**src/rtl/core/ibrs_pkg.sv**
```systemverilog
// ----------------------------------------------------------------------------
// ibrs_pkg
// Shared types and codes for the sensor burst read sequencer.
// ----------------------------------------------------------------------------
package ibrs_pkg;

   // Number of bytes in one burst and number of axes reported
   localparam int unsigned NUM_BYTES = 14;
   localparam int unsigned NUM_AXES  = 6;

   typedef logic [3:0] byte_idx_type;
   typedef logic [2:0] axis_idx_type;

   // Operation codes of an input word
   localparam logic OP_START = 1'b0;
   localparam logic OP_EVENT = 1'b1;

   // Bus event codes
   localparam logic [2:0] EV_MODE_SELECT   = 3'd0;
   localparam logic [2:0] EV_TX_SELECTED   = 3'd1;
   localparam logic [2:0] EV_BYTE_SENT     = 3'd2;
   localparam logic [2:0] EV_RX_SELECTED   = 3'd3;
   localparam logic [2:0] EV_BYTE_RECEIVED = 3'd4;

   // Control codes for start, stop and ack requests
   localparam logic [1:0] CTRL_KEEP = 2'd0;
   localparam logic [1:0] CTRL_ON   = 2'd1;
   localparam logic [1:0] CTRL_OFF  = 2'd2;

   // Result kinds
   localparam logic KIND_CMD  = 1'b0;
   localparam logic KIND_AXIS = 1'b1;

   // Configuration register indexes
   localparam logic [1:0] CSR_SENSOR_READY   = 2'd0;
   localparam logic [1:0] CSR_DEVICE_ADDRESS = 2'd1;
   localparam logic [1:0] CSR_FIRST_REGISTER = 2'd2;
   localparam logic [1:0] CSR_NEGATE_MASK    = 2'd3;

   // Configuration reset values
   localparam logic [7:0] RST_DEVICE_ADDRESS = 8'hD0;
   localparam logic [7:0] RST_FIRST_REGISTER = 8'h3B;
   localparam logic [5:0] RST_NEGATE_MASK    = 6'd27;

   // High byte of each axis in the burst (temperature pair 6/7 skipped)
   localparam byte_idx_type AXIS_HI_BYTE [NUM_AXES] =
      '{4'd0, 4'd2, 4'd4, 4'd8, 4'd10, 4'd12};

   // One bus command result
   typedef struct packed {
      logic       send_valid;
      logic [7:0] tx_byte;
      logic [1:0] start_ctrl;
      logic [1:0] stop_ctrl;
      logic [1:0] ack_ctrl;
      logic       bus_reset;
   } cmd_type;

endpackage

```
**src/rtl/core/imu_i2c_burst_read_sequencer_top.sv**
```systemverilog
// ----------------------------------------------------------------------------
// imu_i2c_burst_read_sequencer_top
// Event-driven bus master sequencer for a 14-byte sensor burst read with
// axis assembly, negation and first-nonzero offset capture.
// ----------------------------------------------------------------------------
//  channel | direction | handshake               | payload
//  req_    | in        | req_valid / req_stall   | operation, event_code, rx_byte
//  rsp_    | out       | rsp_valid / rsp_stall   | command or axis fields, last
//  csr_    | in        | csr_write_enable        | csr_index, csr_data
//
//  An accepted word is held in the input register, then its result loads
//  the output register; a word with one or no result frees the input
//  register as it advances, so one word per cycle is sustained while rsp_stall is low.
//  The final byte of a burst yields six axis words from the output register,
//  one per cycle while rsp_stall is low, so the word behind it waits in the
//  input register until the last axis word leaves.
//  Synchronous active-high reset clears control state and offsets.
//  rsp_stall holds the output register; req_stall rises only when the input
//  register holds a word the output register cannot yet take.
// ----------------------------------------------------------------------------
module imu_i2c_burst_read_sequencer_top (
   input  logic               clock,
   input  logic               reset,
   // input channel
   input  logic               req_valid,
   output logic               req_stall,
   input  logic               req_operation,
   input  logic [2:0]         req_event_code,
   input  logic [7:0]         req_rx_byte,
   // result channel
   output logic               rsp_valid,
   input  logic               rsp_stall,
   output logic               rsp_kind,
   output logic               rsp_send_valid,
   output logic [7:0]         rsp_tx_byte,
   output logic [1:0]         rsp_start_ctrl,
   output logic [1:0]         rsp_stop_ctrl,
   output logic [1:0]         rsp_ack_ctrl,
   output logic               rsp_bus_reset,
   output logic [2:0]         rsp_axis_index,
   output logic signed [15:0] rsp_axis_value,
   output logic signed [15:0] rsp_axis_offset,
   output logic               rsp_last,
   // configuration
   input  logic               csr_write_enable,
   input  logic [1:0]         csr_index,
   input  logic [7:0]         csr_data
);
   import ibrs_pkg::*;

   // Sequence step codes
   localparam logic [4:0] STEP_IDLE       = 5'd1;
   localparam logic [4:0] STEP_TX_POINTER = 5'd2;
   localparam logic [4:0] STEP_RESTART    = 5'd3;
   localparam logic [4:0] STEP_TX_READ    = 5'd4;
   localparam logic [4:0] STEP_ACK_ON     = 5'd5;
   localparam logic [4:0] STEP_FIRST_BYTE = 5'd6;
   localparam logic [4:0] STEP_PRE_LAST   = 5'd18;
   localparam logic [4:0] STEP_LAST_BYTE  = 5'd19;
   localparam axis_idx_type LAST_AXIS     = axis_idx_type'(NUM_AXES - 1);

   // Configuration registers
   logic       ready_ff;
   logic [7:0] dev_addr_ff;
   logic [7:0] first_reg_ff;
   logic [5:0] neg_mask_ff;

   // Input register
   logic       s1_valid_ff;
   logic       s1_op_ff;
   logic [2:0] s1_ev_ff;
   logic [7:0] s1_rx_ff;

   // Sequencer state
   logic [4:0]  step_ff, step_in;
   logic        busy_ff, busy_in;
   logic [7:0]  byte_ff [NUM_BYTES];
   logic [15:0] off_ff  [NUM_AXES];

   // Output register
   logic         rsp_valid_ff;
   logic         burst_ff;
   axis_idx_type cnt_ff;
   cmd_type      cmd_ff;
   logic [15:0]  axis_val_ff [NUM_AXES];

   // Processing results
   logic         has_cmd;
   logic         do_burst;
   logic         store_we;
   cmd_type      cmd_in;
   byte_idx_type store_idx;
   logic [15:0]  axis_word [NUM_AXES];
   logic [15:0]  axis_in   [NUM_AXES];
   logic [15:0]  off_in    [NUM_AXES];

   logic out_free;
   logic s1_advance;
   logic req_take;

   // Handshake
   assign out_free   = !rsp_valid_ff ||
                       (!rsp_stall && (!burst_ff || cnt_ff == LAST_AXIS));
   assign s1_advance = s1_valid_ff && out_free;
   assign req_stall  = s1_valid_ff && !out_free;
   assign req_take   = req_valid && !req_stall;
   assign store_idx  = byte_idx_type'(step_ff - STEP_FIRST_BYTE);

   // Configuration writes
   always_ff @(posedge clock) begin
      if (reset) begin
         ready_ff     <= 1'b0;
         dev_addr_ff  <= RST_DEVICE_ADDRESS;
         first_reg_ff <= RST_FIRST_REGISTER;
         neg_mask_ff  <= RST_NEGATE_MASK;
      end else if (csr_write_enable) begin
         case (csr_index)
            CSR_SENSOR_READY:   ready_ff     <= csr_data[0];
            CSR_DEVICE_ADDRESS: dev_addr_ff  <= csr_data;
            CSR_FIRST_REGISTER: first_reg_ff <= csr_data;
            CSR_NEGATE_MASK:    neg_mask_ff  <= csr_data[5:0];
            default: ;
         endcase
      end
   end

   // Input register
   always_ff @(posedge clock) begin
      if (reset) begin
         s1_valid_ff <= 1'b0;
      end else if (req_take) begin
         s1_valid_ff <= 1'b1;
      end else if (s1_advance) begin
         s1_valid_ff <= 1'b0;
      end
   end

   always_ff @(posedge clock) begin
      if (req_take) begin
         s1_op_ff <= req_operation;
         s1_ev_ff <= req_event_code;
         s1_rx_ff <= req_rx_byte;
      end
   end

   // Step sequencer
   always_comb begin
      cmd_in   = '0;
      has_cmd  = 1'b0;
      do_burst = 1'b0;
      store_we = 1'b0;
      step_in  = step_ff;
      busy_in  = busy_ff;
      if (s1_op_ff == OP_START) begin
         if (ready_ff) begin
            has_cmd           = 1'b1;
            cmd_in.start_ctrl = CTRL_ON;
            cmd_in.bus_reset  = busy_ff;
            busy_in           = 1'b1;
         end
      end else begin
         case (step_ff)
            STEP_IDLE: begin
               if (s1_ev_ff == EV_MODE_SELECT) begin
                  has_cmd           = 1'b1;
                  cmd_in.send_valid = 1'b1;
                  cmd_in.tx_byte    = dev_addr_ff;
                  cmd_in.start_ctrl = CTRL_OFF;
                  cmd_in.stop_ctrl  = CTRL_OFF;
                  step_in           = STEP_TX_POINTER;
               end
            end
            STEP_TX_POINTER: begin
               if (s1_ev_ff == EV_TX_SELECTED) begin
                  has_cmd           = 1'b1;
                  cmd_in.send_valid = 1'b1;
                  cmd_in.tx_byte    = first_reg_ff;
                  step_in           = STEP_RESTART;
               end
            end
            STEP_RESTART: begin
               if (s1_ev_ff == EV_BYTE_SENT) begin
                  has_cmd           = 1'b1;
                  cmd_in.start_ctrl = CTRL_ON;
                  step_in           = STEP_TX_READ;
               end
            end
            STEP_TX_READ: begin
               if (s1_ev_ff == EV_MODE_SELECT) begin
                  has_cmd           = 1'b1;
                  cmd_in.send_valid = 1'b1;
                  cmd_in.tx_byte    = dev_addr_ff | 8'h01;
                  step_in           = STEP_ACK_ON;
               end
            end
            STEP_ACK_ON: begin
               if (s1_ev_ff == EV_RX_SELECTED) begin
                  has_cmd         = 1'b1;
                  cmd_in.ack_ctrl = CTRL_ON;
                  step_in         = STEP_FIRST_BYTE;
               end
            end
            default: begin
               if (step_ff inside {[STEP_FIRST_BYTE:STEP_LAST_BYTE]}) begin
                  if (s1_ev_ff == EV_BYTE_RECEIVED) begin
                     store_we = 1'b1;
                     if (step_ff == STEP_LAST_BYTE) begin
                        // burst complete: report axes and go idle
                        do_burst = 1'b1;
                        step_in  = STEP_IDLE;
                        busy_in  = 1'b0;
                     end else begin
                        step_in = step_ff + 5'd1;
                        if (step_ff == STEP_PRE_LAST) begin
                           // drop ACK and ask for STOP before the last byte
                           has_cmd          = 1'b1;
                           cmd_in.stop_ctrl = CTRL_ON;
                           cmd_in.ack_ctrl  = CTRL_OFF;
                        end
                     end
                  end
               end else begin
                  step_in = STEP_IDLE;
               end
            end
         endcase
         // an unexpected mode select restarts the sequence
         if (step_in == step_ff && s1_ev_ff == EV_MODE_SELECT) begin
            step_in = STEP_IDLE;
         end
      end
   end

   // Axis assembly; the final low byte comes straight from the input word
   always_comb begin
      for (int i = 0; i < NUM_AXES; i++) begin
         if (i == NUM_AXES - 1) begin
            axis_word[i] = {byte_ff[AXIS_HI_BYTE[i]], s1_rx_ff};
         end else begin
            axis_word[i] = {byte_ff[AXIS_HI_BYTE[i]],
                            byte_ff[byte_idx_type'(AXIS_HI_BYTE[i] + 4'd1)]};
         end
         axis_in[i] = neg_mask_ff[i] ? 16'(16'd0 - axis_word[i]) : axis_word[i];
         off_in[i]  = (off_ff[i] == 16'd0) ? axis_in[i] : off_ff[i];
      end
   end

   // Sequencer state registers
   always_ff @(posedge clock) begin
      if (reset) begin
         step_ff <= STEP_IDLE;
         busy_ff <= 1'b0;
      end else if (s1_advance) begin
         step_ff <= step_in;
         busy_ff <= busy_in;
      end
   end

   // Byte store, written in burst order
   always_ff @(posedge clock) begin
      if (s1_advance && store_we) begin
         byte_ff[store_idx] <= s1_rx_ff;
      end
   end

   // Offsets latch the first nonzero reading
   always_ff @(posedge clock) begin
      if (reset) begin
         for (int i = 0; i < NUM_AXES; i++) begin
            off_ff[i] <= 16'd0;
         end
      end else if (s1_advance && do_burst) begin
         for (int i = 0; i < NUM_AXES; i++) begin
            off_ff[i] <= off_in[i];
         end
      end
   end

   // Output register and axis burst counter
   always_ff @(posedge clock) begin
      if (reset) begin
         rsp_valid_ff <= 1'b0;
         burst_ff     <= 1'b0;
         cnt_ff       <= '0;
      end else if (out_free) begin
         rsp_valid_ff <= s1_advance && (has_cmd || do_burst);
         burst_ff     <= s1_advance && do_burst;
         cnt_ff       <= '0;
      end else if (rsp_valid_ff && !rsp_stall) begin
         cnt_ff <= cnt_ff + 3'd1;
      end
   end

   always_ff @(posedge clock) begin
      if (out_free && s1_advance) begin
         cmd_ff <= cmd_in;
         if (do_burst) begin
            for (int i = 0; i < NUM_AXES; i++) begin
               axis_val_ff[i] <= axis_in[i];
            end
         end
      end
   end

   // Result fields
   assign rsp_valid       = rsp_valid_ff;
   assign rsp_kind        = burst_ff ? KIND_AXIS : KIND_CMD;
   assign rsp_send_valid  = burst_ff ? 1'b0 : cmd_ff.send_valid;
   assign rsp_tx_byte     = burst_ff ? 8'd0 : cmd_ff.tx_byte;
   assign rsp_start_ctrl  = burst_ff ? CTRL_KEEP : cmd_ff.start_ctrl;
   assign rsp_stop_ctrl   = burst_ff ? CTRL_KEEP : cmd_ff.stop_ctrl;
   assign rsp_ack_ctrl    = burst_ff ? CTRL_KEEP : cmd_ff.ack_ctrl;
   assign rsp_bus_reset   = burst_ff ? 1'b0 : cmd_ff.bus_reset;
   assign rsp_axis_index  = burst_ff ? cnt_ff : 3'd0;
   assign rsp_axis_value  = burst_ff ? signed'(axis_val_ff[cnt_ff]) : 16'sd0;
   assign rsp_axis_offset = burst_ff ? signed'(off_ff[cnt_ff]) : 16'sd0;
   assign rsp_last        = !burst_ff || cnt_ff == LAST_AXIS;

   // Checks
   a_step_range: assert property (@(posedge clock) disable iff (reset)
      step_ff >= STEP_IDLE && step_ff <= STEP_LAST_BYTE)
      else $error("step left its range");

   a_cnt_range: assert property (@(posedge clock) disable iff (reset)
      rsp_valid_ff && burst_ff |-> cnt_ff <= LAST_AXIS)
      else $error("axis counter overran");

   a_burst_done: assert property (@(posedge clock) disable iff (reset)
      s1_advance && do_burst |=> !busy_ff && step_ff == STEP_IDLE && burst_ff)
      else $error("burst completion did not return to idle");

   a_no_idle_stall: assert property (@(posedge clock) disable iff (reset)
      !s1_valid_ff |-> !req_stall)
      else $error("stall raised with empty input register");

endmodule
```
**config.mk**
```make
export PLATFORM = sky130hd
export DESIGN_NAME = imu_i2c_burst_read_sequencer_top
export DESIGN_NICKNAME = d
export VERILOG_FILES = /design/src/rtl/core/ibrs_pkg.sv /design/src/rtl/core/imu_i2c_burst_read_sequencer_top.sv
export SDC_FILE = /design/constraint.sdc
export NUM_CORES = 1
export LEC_CHECK = 0
export BUFFER_PORTS_ARGS = -buffer_cell sky130_fd_sc_hd__clkbuf_2
export CORE_ASPECT_RATIO = 0.6
export CORE_UTILIZATION = 50
export DETAILED_ROUTE_END_ITERATION = 6
export HOLD_SLACK_MARGIN = 0.1
export MAX_ROUTING_LAYER = met4
export PLACE_DENSITY = 0.72
export SYNTH_ARGS = -nofsm -noshare
export SYNTH_HDL_FRONTEND = slang
export SYNTH_SLANG_ARGS = --single-unit
```
**constraint.sdc**
```tcl
create_clock -name clock -period 11.75 [get_ports clock]
set_clock_uncertainty 0.05 [all_clocks]
set_input_delay 2.35 -clock clock [delete_from_list [all_inputs] [get_ports clock]]
set_output_delay 2.35 -clock clock [all_outputs]
set_load 0.01 [all_outputs]
```
==> reports/metrics.cfg, run 1 <==
[outcome]
status = complete, no violations

[critical_path]
critical-path-top-delay-family = compound AO/OA/AOI/OAI gates
crit_arrival_ns = 3.18
path_common_cell = clkbuf_2
crit_buf_inv = 2
end_kind = primary output
crit_required_ns = 9.35
critical_path.cell_chain = clkbuf_2 > o21ai_2 > nor2_1 > clkbuf_2
cp_slowest_cell = o21ai_2
worstPathMaxFanout = 9
startpoint_type = input port
path_class = in2out
slowest_delay_ns = 0.43

[floorplan]
core_area_um2 = 31280
num_io_pins = 82
die_area_um2 = 32710
die_x_um = 232.8
start_util_pct = 51.10
row_count = 50
die_height_um = 140.5

[clocking]
insertion_delay_ns = 0.58
clock-sinks = 346
postCtsSetupRepairBufs = 0
cts.repair.resized = 0
tritoncts = yes
htree_levels = 1
cts_buffer_depth = 3
numCtsBuffers = 30
root_buffer = clkbuf_16
clk_pin_slew_worst_paths_ns = 0.06
ctsHoldBuffers = 0

[finish]
instances_no_fill = 1722
diodes = 0
synthToLayoutAreaGrowth_pct = 11.63
drive_gt1_share_pct = 15.70
fin_nets = 1323

[yosys]
yosysTopAreaCell = edfxtp_1
netlist_area_um2 = 15980
avgSynthCellArea_um2 = 13.26
synth_top_area_share_pct = 57.86
syn_nets = 1246
synth_seq_cells = 346
synth_edf_count = 308
async_reset_ff_share_pct = 0
synth-seq-area-share_pct = 62.62
synth_cell_types = 67
yosysWarnings = 0
postSynthCellCount = 1205
synth_area_leaders = edfxtp_1 (58%), dfxtp_1 (4.8%), mux4_2 (4.5%)
synth_flop_cell = edfxtp_1

[timing]
finalHoldViolCount = 0
fin_crit_sh_pct = 47.50
setup_tns_ns = 0
finalMaxSlewViolations = 0
fin_crit_ns = 5.581
fin_hold_ws_ns = 0.4061
fmax_ghz = 0.1792
setup_viol = 0
worst_pin_slew_ns = 1.340
rsz0062_at_grt = no
slew-limit-headroom_pct = 10.00

[placement]
dp_cells = 1666
dpl.hpwl_um = 31630
place.gp.congestion = 0.9566
port_buffers = 81

[global_routing]
grt_first_pass_wirelength_um = 62530
grt_pass1_vias = 9596
antenna_found_initial = 1
grt_max_degree = 68
gr-total-overflow = 0
grtUsageTotal_pct = 27.53

[power_and_ir_drop]
pwr-share-clk_pct = 41.3
intPower_mw = 1.986
power_switching_mw = 0.5466
pwr-share-comb_pct = 4.5
p_total_mw = 2.533
p_per_area_nw_per_um2 = 142.0
p_leak_nw = 6.476
ir_drop_mv = 0.1110
seq_power_share_pct = 54.2
p_sw_share_pct = 21.58

[drt]
drt_iter0_drc = 1482
wl_per_cell_um = 25.10
vias = 10450
avgViaCountPerCell = 6.066
wirelength_um = 43220
drc = 0
ant_nets = 0
firstDrtPassIters = 7

[flow_run]
maxCapViolCount = 0

[hold_path]
min_path_type = reg2reg

## worst paths after layout
kind                            slack (ns)         endpoint  cells after the start             from
worst min-delay path                  0.41  first_reg_ff[6]                      2  first_reg_ff[6]
worst min register to register        0.41  first_reg_ff[6]                      2  first_reg_ff[6]
worst max register to register        7.89   byte_ff[12][7]                      8       step_ff[1]
worst max-delay path                  6.17        req_stall                      4        rsp_stall
## worst reg2reg max path: cells and delay by family (launching register included)
| family | cells | cell delay, ns |
|---|---|---|
| simple gates | 5 | 2.03 |
| buf+inv | 1 | 0.15 |
| compound gates | 1 | 0.33 |
| flops | 1 | 0.55 |
| fa+ha+maj | 1 | 0.35 |
## logic make-up after synthesis
kind of cell,after synthesis,synth area share (%)
buffers and inverters,82,2.200
DFF,346,62.62
AOI/OAI and AO/OA,169,7.804
muxes,71,6.951
adders and majority gates,14,1.096
xor gates and xnor gates,88,4.822
and+or+nand+nor,435,14.50
## through the flow
step	cell area (um^2)	utilization (%)	setup slack, ns
floorplan	15980	-	6.122
global placement	16830	53.80	6.248
detailed placement	16830	53.80	6.235
CTS	17840	57.04	6.201
global route	17840	57.04	6.129
finish	17840	57.04	6.169
## power groups by stage
| stage | logic (mW) | clock network (mW) | registers, mW |
|---|---|---|---|
| after floorplan | 0.0635 | 0 | 1.39 |
| after global placement | 0.109 | 0 | 1.40 |
| after detailed placement | 0.110 | 0 | 1.40 |
| after CTS | 0.110 | 1.05 | 1.37 |
| after global routing | 0.120 | 1.09 | 1.37 |
| final | 0.114 | 1.05 | 1.37 |
## cell usage in the layout (no fill, tap or decap), types with 12 or more instances in the layout
cell type and n:
dfxtp_1 35, nand3_1 18, nand3b_1 12, nand2_1 118
xor2_1 18, edfxtp_1 308, inv_1 20, nor2_1 59
buf_4 22, o31ai_1 22, mux4_2 32, mux2i_1 39
a21oi_1 23, and2_1 42, xnor2_1 70, clkbuf_16 31
o211a_1 32, nor2b_1 82, nor4_1 27, clkbuf_2 81
o21ai_0 37, ha_1 14, nor3_1 16
## metal layers
layer | vias to the layer above | routed length (um) | GRT usage [%]
met5 | - | 0 | -
met4 | 0 | 743 | 4.850
met3 | 43 | 5947 | 9.711
met2 | 608 | 16940 | 34.19
met1 | 5137 | 19590 | 42.73
li1 | 4657 | - | -
## Yosys cell counts, types with 3 or more instances
| master | instances |
|---|---|
| nor2b_1 | 82 |
| o21ai_0 | 37 |
| dfxtp_1 | 38 |
| nand2_1 | 118 |
| buf_6 | 3 |
| o211a_1 | 32 |
| nor3_1 | 16 |
| a22oi_1 | 7 |
| a211o_1 | 5 |
| inv_1 | 21 |
| or4_1 | 9 |
| nor2_1 | 59 |
| xnor2_1 | 70 |
| o41ai_1 | 7 |
| or3_1 | 10 |
| inv_2 | 3 |
| or2_2 | 3 |
| and3_1 | 5 |
| buf_2 | 17 |
| edfxtp_1 | 308 |
| nor3b_1 | 3 |
| o21ai_1 | 4 |
| and2_1 | 42 |
| o31ai_1 | 22 |
| a21oi_1 | 23 |
| mux2i_1 | 39 |
| ha_1 | 14 |
| buf_1 | 5 |
| nand4_1 | 8 |
| mux4_2 | 32 |
| nor4_1 | 27 |
| xor2_1 | 18 |
| nand2b_1 | 8 |
| o21bai_1 | 6 |
| nand3_1 | 18 |
| nand3b_1 | 12 |
| clkbuf_1 | 33 |
## state kept, by name (all words and copies together) (netlist names), named ones only
signal        cells
s1_op_ff          1
busy_ff           1
dev_addr_ff       8
rsp_valid         1
s1_valid_ff       1
step_ff           5
neg_mask_ff       6
ready_ff          1
axis_val_ff      96
s1_ev_ff          3
cmd_ff           16
first_reg_ff      8
s1_rx_ff          8
burst_ff          1
cnt_ff            3
byte_ff          88
off_ff           96
## cell type report
cell class,instances,area (um^2)
clock buffers,39,805.8
clock inverters,17,209.0
fillers,2487,13440
inverters,24,91.34
multi-input cells,777,5630
flip-flops and latches,346,10020
well taps,416,520.5
repair buffers,103,570.5
Note: power is estimated with default switching activity, not from simulation.
==> inputs of run 2 (changes only) <==
Settings changed: ABC_AREA from default to 1.
Clock period 11.75 ns to 5.7 ns, I/O delays scaled along.
==> reports/metrics.cfg, run 2 <==
[timing]
setup_tns_ns = 0  ; unchanged
slew-limit-headroom_pct = 8.918  ; -1.1 points
setup_viol = 0  ; unchanged
layout_setup_ws_ns = 1.524  ; -4.644 ns
fin_crit_ns = 4.176
fin_crit_sh_pct = 73.26
finalMaxSlewViolations = 0  ; unchanged
fmax_ghz = 0.2395
worst_pin_slew_ns = 1.366  ; +0.02656 ns
finalHoldViolCount = 0  ; unchanged
fin_hold_ws_ns = 0.4129  ; +0.006850 ns
rsz0062_at_grt = no

[global_routing]
gr-total-overflow = 0  ; unchanged
grtUsageTotal_pct = 29.53  ; +2.0 points
antenna_found_initial = 0  ; -1
grt_first_pass_wirelength_um = 71150  ; +14%
grt_pass1_vias = 11750  ; +22%
grt_max_degree = 97  ; +43%

[yosys]
synth_top_area_share_pct = 55.59  ; -2.3 points
async_reset_ff_share_pct = 0  ; unchanged
synth_adder_area_share_pct = 1.053  ; -0.043 points
synth_cell_types = 37  ; -45%
yosysTopAreaCell = edfxtp_1
synth_top_family_by_area = simple AND/OR/NAND/NOR gates
synth-seq-area-share_pct = 60.16  ; -2.5 points
postSynthCellCount = 1704  ; +41%
synth_edf_count = 308  ; unchanged
synth_common_cells = edfxtp_1 (308), nor2_1 (308), nand2_1 (233), inv_1 (222), o21ai_0 (108)
synth_compound_area_share_pct = 7.738  ; -0.066 points
synthSimpleGateAreaFrac_pct = 20.20  ; +5.7 points
syn_nets = 1745  ; +40%
synth_seq_cells = 346  ; unchanged
yosysWarnings = 0  ; unchanged
avgSynthCellArea_um2 = 9.764  ; -26%
synth_flop_cell = edfxtp_1
synth_area_leaders = edfxtp_1 (56%), nor2_1 (6.9%), nand2_1 (5.3%)
synth_mux_area_share_pct = 0  ; -7.0 points
netlist_area_um2 = 16640  ; +4.1%
synthXorXnorAreaFrac_pct = 3.948  ; -0.87 points

[placement]
dpl.hpwl_um = 35200  ; +11%
dp_cells = 2202  ; +32%
place.gp.congestion = 0.9703  ; +1.4%
port_buffers = 81  ; unchanged
dp_slack_ns = 1.396  ; -4.839 ns
placed_cell_area_um2 = 17550  ; +4.3%

[clocking]
root_buffer = clkbuf_16
htree_levels = 2  ; +1
tritoncts = yes
ctsHoldBuffers = 0  ; unchanged
numCtsBuffers = 34  ; +13%
clock-sinks = 346  ; unchanged
clk_pin_slew_worst_paths_ns = 0.06  ; about the same
cts.repair.resized = 0  ; unchanged
cts_buffer_depth = 3  ; unchanged
postCtsSetupRepairBufs = 0  ; unchanged
insertion_delay_ns = 0.54  ; -0.04 ns

[floorplan]
row_count = 51  ; +2.0%
core_area_um2 = 32610  ; +4.2%
die_area_um2 = 34030  ; +4.0%
num_io_pins = 82  ; unchanged
die_height_um = 143.3  ; +2.0%
die_x_um = 237.5  ; +2.0%
start_util_pct = 51.03  ; -0.074 points

[power_and_ir_drop]
ir_drop_mv = 0.1879  ; +69%
p_total_mw = 5.467  ; +120%
p_per_area_nw_per_um2 = 292.7  ; +110%
p_leak_nw = 7.714  ; +19%

[finish]
final_cell_area_um2 = 18680  ; +4.7%
drive_gt1_share_pct = 12.29  ; -3.4 points
final_common_cell = edfxtp_1
fin_nets = 1829  ; +38%
utilization_pct = 57.28  ; +0.24 points
final_cell_mix = edfxtp_1 (308), nor2_1 (307), nand2_1 (233)
reg_top3 = axis_val_ff (96), off_ff (96), byte_ff (88)
synthToLayoutAreaGrowth_pct = 12.27
diodes = 0  ; unchanged
instances_no_fill = 2264  ; +31%

[hold_path]
min_path_type = reg2reg

[drt]
avgViaCountPerCell = 5.649  ; -6.9%
firstDrtPassIters = 6  ; -1
ant_nets = 0  ; unchanged
wirelength_um = 48250  ; +12%
drc = 0  ; unchanged
drt_iter0_drc = 1717  ; +16%
wl_per_cell_um = 21.31  ; -15%
vias = 12790  ; +22%

[critical_path]
end_kind = primary output
r2r_setup_slack_ns = 1.64  ; -6.25 ns
startpoint_type = register
crit_required_ns = 4.51  ; -4.84 ns
worstPathMaxFanout = 96  ; +87
crit_arrival_ns = 2.99  ; -0.19 ns
path_class = reg2out

[flow_run]
maxCapViolCount = 0  ; unchanged

[outcome]
status = complete, no violations

[run 2: cell types whose count changed in the layout (fill, tap and decap cells not counted), moves of 32 or more]
| cell | previous run | this run |
|---|---|---|
| xor2_1 | 18 | 71 |
| nand2_1 | 118 | 233 |
| mux4_2 | 32 | 0 |
| o21ai_0 | 37 | 106 |
| and2_1 | 42 | 5 |
| mux2i_1 | 39 | 0 |
| nor2b_1 | 82 | 0 |
| inv_1 | 20 | 221 |
| o211a_1 | 32 | 0 |
| nand3_1 | 18 | 63 |
| a21oi_1 | 23 | 72 |
| nor2_1 | 59 | 307 |
| o32ai_1 | 0 | 32 |
| xnor2_1 | 70 | 4 |
[run 2: kinds of logic (layout without fill, tap and decap cells)]
group,after synthesis,in the layout
flops,346,346
xor+xnor,75,75
fa+ha+maj,14,14
simple gates,750,750
buf+inv,291,401
compound gates,228,228
[run 2: metal layers]
metal | wire length (um) | track usage, %
met4 | 1090 | 8.115
met5 | 0 | -
met2 | 18450 | 37.46
met3 | 7517 | 10.76
met1 | 21190 | 43.47
[run 2: layout make-up]
class                           instances  area [um^2]
Fill cell                            2731        13930
Clock inverter                          6        83.83
Timing Repair Buffer                  112        638.1
Inverter                              227        852.1
Sequential cell                       346        10010
Clock buffer                           56         1047
Multi-Input combinational cell       1067         5483
Tap cell                              450        563.0
[run 2: worst max-delay path, cell delays in order (launching register included)]
cell and delay (ns):
dfxtp_2 0.33, buf_4 0.75, nor2_1 0.36, o32ai_1 0.38, nand2_1 0.13, a21oi_1 0.27
clkbuf_2 0.20
[run 2: worst paths after layout]
| kind | from | endpoint | cells after the start |
|---|---|---|---|
| setup / recovery | register | rsp_axis_value[13] | 6 |
| hold / removal | dev_addr_ff[4] | dev_addr_ff[4] | 2 |
| setup reg to reg | step_ff[0] | off_ff[0][3] | 14 |
| hold reg to reg | dev_addr_ff[4] | dev_addr_ff[4] | 2 |
[run 2: report_power, final]
group          internal [mW]  leakage [nW]  switching, mW
Sequential              2.81          3.14         0.0564
Clock                   1.35         0.553          0.971
Combinational         0.0784          4.02          0.199
==> inputs of run 3 (changes only) <==
Clock period 5.7 ns to 4.2 ns, I/O delays scaled along.
==> reports/metrics.cfg, run 3 (synthesis gave the netlist of run 2 again) <==
[flow_run]
maxCapViolCount = 0  ; unchanged

[global_routing]
grt_max_degree = 65  ; -33%
antenna_found_initial = 0  ; unchanged
gr-total-overflow = 0  ; unchanged
grt_first_pass_wirelength_um = 72970  ; +2.6%
grtUsageTotal_pct = 30.45  ; +0.92 points
grt_pass1_vias = 11700  ; -0.42%

[hold_path]
min_path_type = in2reg

[critical_path]
worstPathMaxFanout = 64  ; -33%
slowest_delay_ns = 1.03  ; +0.28 ns
cp_slowest_cell = dfxtp_2
startpoint_type = register
end_kind = primary output
path_class = reg2out
crit_arrival_ns = 2.94  ; -0.05 ns
crit_required_ns = 3.31  ; -1.20 ns
critical_path.cell_chain = o21ai_0 > o32ai_1 > nand2_1 > a21oi_1 > clkbuf_2

[floorplan]
die_x_um = 237.5  ; unchanged
die_height_um = 143.3  ; unchanged
start_util_pct = 51.03  ; unchanged
row_count = 51  ; unchanged
num_io_pins = 82  ; unchanged
core_area_um2 = 32610  ; unchanged
die_area_um2 = 34030  ; unchanged

[timing]
rsz0062_at_grt = no
fmax_ghz = 0.2611
fin_crit_sh_pct = 91.20
finalMaxSlewViolations = 0  ; unchanged
setup_viol = 0  ; unchanged
worst_pin_slew_ns = 1.179  ; -0.1875 ns
slew-limit-headroom_pct = 20.81  ; +12 points
finalHoldViolCount = 0  ; unchanged
fin_crit_ns = 3.831

[finish]
fin_nets = 1829  ; unchanged
utilization_pct = 57.15  ; -0.13 points
reg_top3 = axis_val_ff (96), off_ff (96), byte_ff (88)
final_common_cell = edfxtp_1
synthToLayoutAreaGrowth_pct = 12.00
diodes = 0  ; unchanged
final_cell_mix = edfxtp_1 (308), nor2_1 (307), nand2_1 (232)
fillers = 2818  ; +3.2%
drive_gt1_share_pct = 12.80  ; +0.50 points

[drt]
drc = 0  ; unchanged
drt_iter0_drc = 1916  ; +12%
wirelength_um = 49410  ; +2.4%
ant_nets = 0  ; unchanged
vias = 12750  ; -0.29%
firstDrtPassIters = 7  ; +1
avgViaCountPerCell = 5.635  ; -0.25%
wl_per_cell_um = 21.83  ; +2.4%

[clocking]
cts.repair.resized = 0  ; unchanged
numCtsBuffers = 31  ; -8.8%
htree_levels = 1  ; -1
root_buffer = clkbuf_16
ctsHoldBuffers = 0  ; unchanged
clock-sinks = 346  ; unchanged
cts_buffer_depth = 3  ; unchanged
insertion_delay_ns = 0.59  ; +0.05 ns
clk_pin_slew_worst_paths_ns = 0.07  ; about the same
tritoncts = yes
postCtsSetupRepairBufs = 0  ; unchanged

[outcome]
status = complete, no violations

[placement]
dpl.hpwl_um = 36770  ; +4.5%
port_buffers = 81  ; unchanged
place.gp.congestion = 0.9828  ; +1.3%

[power_and_ir_drop]
p_total_mw = 7.022  ; +28%
p_leak_nw = 7.665  ; -0.63%
p_per_area_nw_per_um2 = 376.8  ; +29%
ir_drop_mv = 0.3338  ; +78%

==> run 3: cell types whose count changed in the layout (fill, tap and decap cells not counted), moves of 3 or more <==
cell and change:
o21ai_4 +6, clkinv_2 +3, buf_4 +3, o21ai_1 -6, clkbuf_1 -5, clkbuf_16 -6
clkinv_1 +4
==> run 3: cell type report <==
class | count | area (um^2) | area share [%]
sequential | 346 | 10010 | 53.73
multi-input combinational | 1067 | 5574 | 29.91
inverter | 227 | 867.1 | 4.653
clock buffer | 43 | 850.8 | 4.566
timing repair buffer | 115 | 660.6 | 3.545
tap | 450 | 563.0 | 3.021
clock inverter | 15 | 107.6 | 0.5774
==> run 3: worst max-delay path: cells and delay by family, from the launching register on <==
kind,cells,cell delay [ns]
flops,1,1.03
simple gates,1,0.16
buf+inv,1,0.23
compound gates,3,0.91
==> run 3: power by group <==
group / leakage, nW / internal [mW] / switching, mW
Clock: 0.467 / 1.48 / 1.27
Sequential: 3.14 / 3.81 / 0.0674
Combinational: 4.06 / 0.108 / 0.285
Total: 7.67 / 5.40 / 1.62
==> run 3: path summary, 6_finish.rpt <==
check	start	to	slack, ns	cells past startpoint
worst max-delay path	register	rsp_axis_value[9]	0.37	5
worst min-delay path	req_rx_byte[4]	s1_rx_ff[4]	0.38	1
worst max register to register	step_ff[1]	axis_val_ff[3][11]	0.37	13
worst min register to register	busy_ff	busy_ff	0.41	2
==> run 3: stage by stage <==
step	instance area [um^2]	instances	hold slack [ns]	setup TNS (ns)	setup WS, ns
floorplan	16760	1704	0.3764	-1.723	-0.03709
global placement	17680	2205	0.3895	0	0.5471
detailed placement	17680	2205	0.4047	0	0.4676
CTS	18640	2263	0.3620	0	0.4548
global route	18640	2263	0.3629	0	0.1391
finish	18640	2263	0.3808	0	0.3694
==> run 3: per-layer routing <==
| metal | GRT usage (%) | part of all wire, % | vias up |
|---|---|---|---|
| met4 | 4.788 | 1.6 | 0 |
| met3 | 10.18 | 15 | 61 |
| met2 | 38.52 | 38 | 692 |
| li1 | - | - | 5864 |
| met1 | 46.86 | 46 | 6136 |
| met5 | - | 0 | - |
